==> src/hw/rtl/lpht_pkg.sv <==
`timescale 1ns / 1ps
`default_nettype none
// ----------------------------------------------------------------------------
// lpht_pkg
// Shared types and constants of the linear probing hash table.
// ----------------------------------------------------------------------------
package lpht_pkg;

    localparam int NBUCKETS    = 512;
    localparam int CAPACITY    = 256;
    localparam int KEY_BYTES   = 8;
    localparam int VALUE_BYTES = 8;

    localparam int BIDX_W = $clog2(NBUCKETS);
    localparam int SLOT_W = $clog2(CAPACITY + 1);
    localparam int EIDX_W = $clog2(CAPACITY);
    localparam int BCNT_W = 10;
    localparam int ICAP_W = 9;
    localparam int NBYT_W = 4;

    localparam logic [1:0] ST_OK        = 2'd0;
    localparam logic [1:0] ST_FULL      = 2'd1;
    localparam logic [1:0] ST_NO_BUCKET = 2'd2;
    localparam logic [1:0] ST_NOT_FOUND = 2'd3;

    localparam logic [1:0] REG_BUCKET_COUNT  = 2'd0;
    localparam logic [1:0] REG_ITEM_CAPACITY = 2'd1;
    localparam logic [1:0] REG_KEY_BYTES     = 2'd2;
    localparam logic [1:0] REG_VALUE_BYTES   = 2'd3;

    typedef enum logic [3:0] {
        S_CLEAR, S_IDLE, S_HASH, S_MOD, S_READ, S_CHECK, S_ENTRY, S_COMPARE, S_WRITE,
        S_DONE
    } state_t;

    typedef struct packed {
        logic clear_step;
        logic load;
        logic hash_step;
        logic mod_step;
        logic probe_start;
        logic bucket_rd;
        logic entry_rd;
        logic advance;
        logic commit;
        logic finish;
        logic [1:0] status;
        logic       found;
    } cmd_t;

    typedef struct packed {
        logic clear_last;
        logic hash_last;
        logic mod_last;
        logic is_lookup;
        logic store_full;
        logic slot_empty;
        logic key_match;
        logic wrap_home;
    } sts_t;

    function automatic logic [63:0] byte_mask(input logic [NBYT_W-1:0] n);
        logic [63:0] m;
        m = '0;
        for (int i = 0; i < 8; i++) begin
            if (i < int'(n)) m[i*8 +: 8] = 8'hFF;
        end
        return m;
    endfunction

endpackage
`default_nettype wire

==> src/hw/rtl/lpht_ctrl.sv <==
`timescale 1ns / 1ps
`default_nettype none
// ----------------------------------------------------------------------------
// lpht_ctrl
// Sequencer: bucket clear, hash, modulo, probe loop and result hand-off.
// ----------------------------------------------------------------------------
module lpht_ctrl (
    input  wire logic           aclk,
    input  wire logic           aresetn,
    input  wire logic           s_tvalid,
    output logic                s_tready,
    input  wire logic           out_busy,
    input  wire lpht_pkg::sts_t sts,
    output lpht_pkg::cmd_t      cmd
);
    import lpht_pkg::*;

    state_t state_reg, state_next;

    always_ff @(posedge aclk) begin
        if (!aresetn) state_reg <= S_CLEAR;
        else          state_reg <= state_next;
    end

    always_comb begin
        state_next = state_reg;
        cmd        = '0;
        s_tready   = 1'b0;
        case (state_reg)
            S_CLEAR: begin
                cmd.clear_step = 1'b1;
                if (sts.clear_last) state_next = S_IDLE;
            end
            S_IDLE: begin
                s_tready = 1'b1;
                if (s_tvalid) begin
                    cmd.load   = 1'b1;
                    state_next = S_HASH;
                end
            end
            S_HASH: begin
                cmd.hash_step = 1'b1;
                if (sts.hash_last) state_next = S_MOD;
            end
            S_MOD: begin
                cmd.mod_step = 1'b1;
                if (sts.mod_last) begin
                    if (!sts.is_lookup && sts.store_full) begin
                        cmd.status = ST_FULL;
                        state_next = S_DONE;
                    end else begin
                        cmd.probe_start = 1'b1;
                        state_next      = S_READ;
                    end
                end
            end
            S_READ: begin
                cmd.bucket_rd = 1'b1;
                state_next    = S_CHECK;
            end
            S_CHECK: begin
                if (sts.slot_empty) begin
                    if (sts.is_lookup) begin
                        cmd.status = ST_NOT_FOUND;
                        state_next = S_DONE;
                    end else begin
                        state_next = S_WRITE;
                    end
                end else if (sts.is_lookup) begin
                    cmd.entry_rd = 1'b1;
                    state_next   = S_ENTRY;
                end else begin
                    cmd.advance = 1'b1;
                    if (sts.wrap_home) begin
                        cmd.status = ST_NO_BUCKET;
                        state_next = S_DONE;
                    end else begin
                        state_next = S_READ;
                    end
                end
            end
            S_ENTRY: state_next = S_COMPARE;
            S_COMPARE: begin
                if (sts.key_match) begin
                    cmd.status = ST_OK;
                    cmd.found  = 1'b1;
                    state_next = S_DONE;
                end else begin
                    cmd.advance = 1'b1;
                    if (sts.wrap_home) begin
                        cmd.status = ST_NOT_FOUND;
                        state_next = S_DONE;
                    end else begin
                        state_next = S_READ;
                    end
                end
            end
            S_WRITE: begin
                cmd.commit = 1'b1;
                cmd.status = ST_OK;
                state_next = S_DONE;
            end
            S_DONE: begin
                if (!out_busy) begin
                    cmd.finish = 1'b1;
                    state_next = S_IDLE;
                end
            end
            default: state_next = S_IDLE;
        endcase
    end

endmodule
`default_nettype wire

==> config.mk <==
export PLATFORM = sky130hd
export DESIGN_NAME = lpht_ctrl
export DESIGN_NICKNAME = d
export VERILOG_FILES = /design/src/hw/rtl/lpht_pkg.sv /design/src/hw/rtl/lpht_ctrl.sv
export SDC_FILE = /design/constraint.sdc
export NUM_CORES = 1
export LEC_CHECK = 0
export BUFFER_PORTS_ARGS = -buffer_cell sky130_fd_sc_hd__clkbuf_2
export CAP_MARGIN = 0
export CORE_AREA = 2 2 39 41
export DETAILED_ROUTE_END_ITERATION = 6
export DIE_AREA = 0 0 41 43
export GPL_ROUTABILITY_DRIVEN = 0
export GPL_TIMING_DRIVEN = 0
export PLACE_DENSITY = 0.77
export SLEW_MARGIN = 15
export SYNTH_ARGS = -nofsm -noshare
export SYNTH_HDL_FRONTEND = slang
export SYNTH_SLANG_ARGS = --single-unit
==> constraint.sdc <==
create_clock -name aclk -period 1.6 [get_ports aclk]
set_clock_uncertainty 0.05 [all_clocks]
set_input_delay 0.16 -clock aclk [delete_from_list [all_inputs] [get_ports aclk]]
set_output_delay 0.16 -clock aclk [all_outputs]
set_load 0.01 [all_outputs]
==> metrics.txt <==
# TYPE chip_impl_metric gauge
chip_impl_info{name="netlist_top_cells_area",value="sky130_fd_sc_hd__dfxtp_1 (15%), sky130_fd_sc_hd__nand2_1 (5.1%), sky130_fd_sc_hd__and4bb_2 (4.8%)"} 1
chip_impl_metric{name="antenna_found_initial",unit=""} 0
chip_impl_metric{name="critical-path-max-stage-delay",unit="ns"} 0.34
chip_impl_metric{name="worst-endpoint-required",unit="ns"} 1.39
chip_impl_metric{name="core.rowCount",unit=""} 14
chip_impl_info{name="worst_hold_path.endpoint",value="state_reg[0]"} 1
chip_impl_metric{name="multi_input_comb_area",unit="sq um"} 430.4
chip_impl_metric{name="number_of_global_route_vias_before_repair",unit=""} 571
chip_impl_metric{name="route.detailed.vias_per_inst",unit=""} 5.491
chip_impl_metric{name="clk_latency",unit="ns"} 0.24
chip_impl_info{name="sort_of_element_at_the_end_of_the_critical_path",value="output pin"} 1
chip_impl_metric{name="die_height",unit="um"} 43
chip_impl_metric{name="detailedRoute.firstIterationViolations",unit=""} 33
chip_impl_info{name="slowest_stage",value="sky130_fd_sc_hd__dfxtp_4"} 1
chip_impl_metric{name="synthMuxAreaShare",unit="%"} 7.005
chip_impl_metric{name="first_pass_iters",unit=""} 6
chip_impl_metric{name="synth_simple_gate_area_share",unit="%"} 45.89
chip_impl_info{name="worstSetupStartpointType",value="register"} 1
chip_impl_info{name="min_from",value="aresetn"} 1
chip_impl_metric{name="timing.slew.headroom",unit="%"} 77.27
chip_impl_metric{name="power.sequential.fraction",unit="%"} 26.5
chip_impl_metric{name="syn_area_per_cell",unit="sq um"} 7.731
chip_impl_metric{name="yosysSeqAreaShare",unit="%"} 15.46
chip_impl_metric{name="groute.usage.overall",unit="%"} 19.58
chip_impl_metric{name="routed_wire_length_per_instance",unit="um"} 12.76
chip_impl_info{name="cts.root.buffer_cell",value="sky130_fd_sc_hd__clkbuf_4"} 1
chip_impl_metric{name="drive_gt1_share",unit="%"} 57.00
chip_impl_metric{name="cts_hold_buf",unit=""} 0
chip_impl_metric{name="core_area",unit="sq mm"} 0.001384
chip_impl_info{name="synth.top_cells.by_count",value="sky130_fd_sc_hd__nand2_1 (7), sky130_fd_sc_hd__nor2_1 (6), sky130_fd_sc_hd__dfxtp_1 (4), sky130_fd_sc_hd__nor3_1 (4)"} 1
chip_impl_info{name="main_combinational_cell_family_by_area_after_synthesis",value="simple AND/OR/NAND/NOR gates"} 1
chip_impl_metric{name="synth_warnings",unit=""} 0
chip_impl_metric{name="max_cap_viol_count",unit=""} 0
chip_impl_metric{name="synth-compound-area-share",unit="%"} 21.98
chip_impl_metric{name="worst_ep_arrival_time",unit="ns"} 1.37
chip_impl_metric{name="drc",unit=""} 0
chip_impl_metric{name="total_power",unit="uW"} 458.4
chip_impl_metric{name="pre_cts_ws",unit="ns"} 0.1422
chip_impl_info{name="post-synth-top-count-cell",value="sky130_fd_sc_hd__nand2_1"} 1
chip_impl_metric{name="post_dp_cell_area",unit="sq um"} 663.1
chip_impl_metric{name="total_leakage_power",unit="nW"} 0.3976
chip_impl_metric{name="maximum_vdd_drop",unit="V"} 0.0002174
chip_impl_metric{name="min_path_cells",unit=""} 3
chip_impl_info{name="yosys_most_used_dff",value="sky130_fd_sc_hd__dfxtp_1"} 1
chip_impl_metric{name="max_freq",unit="MHz"} 632.2
chip_impl_metric{name="design.die.area",unit="sq mm"} 0.001763
chip_impl_metric{name="p_int",unit="uW"} 299.6
chip_impl_metric{name="first_pass_grt_wire_length",unit="um"} 2366
chip_impl_metric{name="floorplan.initialDensity",unit="%"} 37.43
chip_impl_info{name="worst_r2r_end",value="state_reg[0]"} 1
chip_impl_metric{name="cp_num_buf_inv",unit=""} 2
chip_impl_metric{name="areaGrowthSynthToFinish",unit="%"} 50.00
chip_impl_info{name="timing.rr.start",value="state_reg[1]"} 1
chip_impl_metric{name="hold_viol",unit=""} 0
chip_impl_metric{name="finalInstanceArea",unit="sq um"} 777.0
chip_impl_metric{name="synth.top_cell.area_share",unit="%"} 15.46
chip_impl_metric{name="die_w",unit="um"} 41
chip_impl_metric{name="clock_sinks",unit=""} 4
chip_impl_metric{name="xor_xnor_portion_of_the_synthesized_cell_area",unit="%"} 0
chip_impl_metric{name="syn_inst",unit=""} 67
chip_impl_metric{name="synth_enable_flop_cells",unit=""} 0
chip_impl_metric{name="clk_pin_slew",unit="ns"} 0.04
chip_impl_metric{name="largest_register_ff_count",unit=""} 4
chip_impl_metric{name="synth_seq_cells",unit=""} 4
chip_impl_metric{name="final_net_count",unit=""} 114
chip_impl_metric{name="period_minus_slack",unit="ns"} 1.582
chip_impl_metric{name="powerDensity",unit="mW/mm^2"} 590.0
chip_impl_metric{name="worst_r2r_path_depth",unit=""} 5
chip_impl_metric{name="antenna_violating_nets_post_route",unit=""} 0
chip_impl_info{name="synth_largest_area_cell",value="sky130_fd_sc_hd__dfxtp_1"} 1
chip_impl_metric{name="min_period_over_period",unit="%"} 98.86
chip_impl_info{name="tritoncts",value="yes"} 1
chip_impl_metric{name="synth.net_count",unit=""} 79
chip_impl_metric{name="worst_pin_slew",unit="ns"} 0.3367
chip_impl_info{name="critical_path.cell_chain",value="and4bb_2 -> nor2b_4 -> inv_2 -> o22ai_2 -> buf_2"} 1
chip_impl_metric{name="power_frac_comb",unit="%"} 46.3
chip_impl_info{name="worst_path_dominant_cell_family",value="simple AND/OR/NAND/NOR gates"} 1
chip_impl_info{name="criticalPathCategory",value="register to output pin"} 1
chip_impl_metric{name="grt-ovfl-total",unit=""} 0
chip_impl_metric{name="synthesis.area",unit="sq um"} 518.0
chip_impl_metric{name="io-pin-count",unit=""} 26
chip_impl_metric{name="count_of_fill_cells_added_during_filler_insertion",unit=""} 131
chip_impl_info{name="hold_class",value="input pin to register"} 1
chip_impl_info{name="grt_setup_unrepaired",value="true"} 1
chip_impl_metric{name="finalMaxSlewViolations",unit=""} 0
chip_impl_metric{name="share_of_flip_flops_with_an_asynchronous_set_or_reset",unit="%"} 0
chip_impl_metric{name="worstPathMaxFanout",unit=""} 4
chip_impl_metric{name="htreeDepth",unit=""} 1
chip_impl_info{name="outcome",value="completed"} 1
chip_impl_metric{name="drt_wl_total",unit="um"} 1480
chip_impl_metric{name="tritoncts_buffers",unit=""} 3
chip_impl_metric{name="synthAdderAreaFrac",unit="%"} 0
chip_impl_metric{name="layout.area.seq",unit="sq um"} 87.58
chip_impl_metric{name="antennaDiodeCount",unit=""} 0
chip_impl_metric{name="swShare",unit="%"} 34.64
chip_impl_metric{name="switching_power",unit="uW"} 158.8
chip_impl_metric{name="portBuffers",unit=""} 25
chip_impl_metric{name="vias",unit=""} 637
chip_impl_metric{name="distinct_cells_synth",unit=""} 40
chip_impl_metric{name="maximum_root_to_sink_buffer_count",unit=""} 2
chip_impl_metric{name="hpwlAfterDp",unit="um"} 1096
chip_impl_metric{name="ff2ff_setup_slack",unit="ns"} 0.16
chip_impl_metric{name="final-setup-viol-count",unit=""} 0
chip_impl_metric{name="worst_slack",unit="ns"} 0.01828
chip_impl_metric{name="share_clk_of_total_power",unit="%"} 27.3
chip_impl_metric{name="grt_max_degree",unit=""} 11
## layer usage
metal,wire [um],vias up,global-route usage [%]
met1,613,291,25.08
met4,0,0,8.000
met5,0,-,0
li1,-,322,-
met3,79,0,4.712
met2,786,24,30.00
## through the flow
step	std cells	setup TNS, ns	utilization, %	hold slack (ns)
after floorplan	67	0	-	0.2364
after global placement	108	0	47.92	0.3991
after detailed placement	108	0	47.92	0.3933
after CTS	112	0	50.72	0.1479
after global routing	116	-0.03619	56.15	0.1422
final	116	0	56.15	0.1455
## layout by cell type (no fill, tap or decap), drive strengths merged, types with 2 or more instances in the layout
cell / n
clkbuf: 27
buf: 10
nand2: 7
nor2: 6
nor3: 4
dfxtp: 4
inv: 4
nand3: 3
nand2b: 3
nor2b: 3
and4bb: 2
a31oi: 2
nand3b: 2
nand4b: 2
mux2: 2
o311ai: 2
## final cells by class
class	instances	area share, %
tap	16	2.576
buffer	4	4.992
multi-input combinational	55	55.39
inverter	4	1.932
sequential	4	11.27
clock buffer	3	2.899
timing repair buffer	30	20.93
## kinds of logic after synthesis
family | after synthesis
compound gates | 14
simple gates | 38
flops | 4
buf+inv | 8
mux | 3
## worst reg2reg max path, stage by stage (launching register included)
cell,delay [ns]
sky130_fd_sc_hd__dfxtp_4,0.34
sky130_fd_sc_hd__buf_4,0.14
sky130_fd_sc_hd__buf_6,0.14
sky130_fd_sc_hd__mux2_4,0.29
sky130_fd_sc_hd__o41ai_1,0.28
sky130_fd_sc_hd__a41oi_1,0.07
## repair_timing
item / CTS / global route
resized for setup: 3 / 12
buffers inserted: 1 / 4
pin swaps: 1 / 4
endpoints found under the setup margin: 4 / 5
## how the worst max path moves through the flow
stage / startpoint / endpoint / slack (ns) / depth (start not counted)
final: state_reg[1] / cmd[5] / 0.02 / 5
after detailed placement: state_reg[1] / cmd[5] / 0.14 / 5
after global placement: state_reg[1] / state_reg[0] / 0.16 / 4
after floorplan: state_reg[2] / cmd[11] / 0.24 / 4
after CTS: state_reg[3] / cmd[5] / 0.003 / 5
after global routing: state_reg[1] / cmd[5] / -0.03 / 5
## power groups by stage
stage	Clock (mW)	Sequential, mW	Combinational, mW
4_1_cts	0.129	0.123	0.179
3_3_place_gp	0	0.123	0.173
2_1_floorplan	0	0.120	0.119
5_1_grt	0.140	0.123	0.232
3_5_place_dp	0	0.123	0.174
6_report	0.125	0.121	0.212
Note: power is estimated with default switching activity, not from simulation.
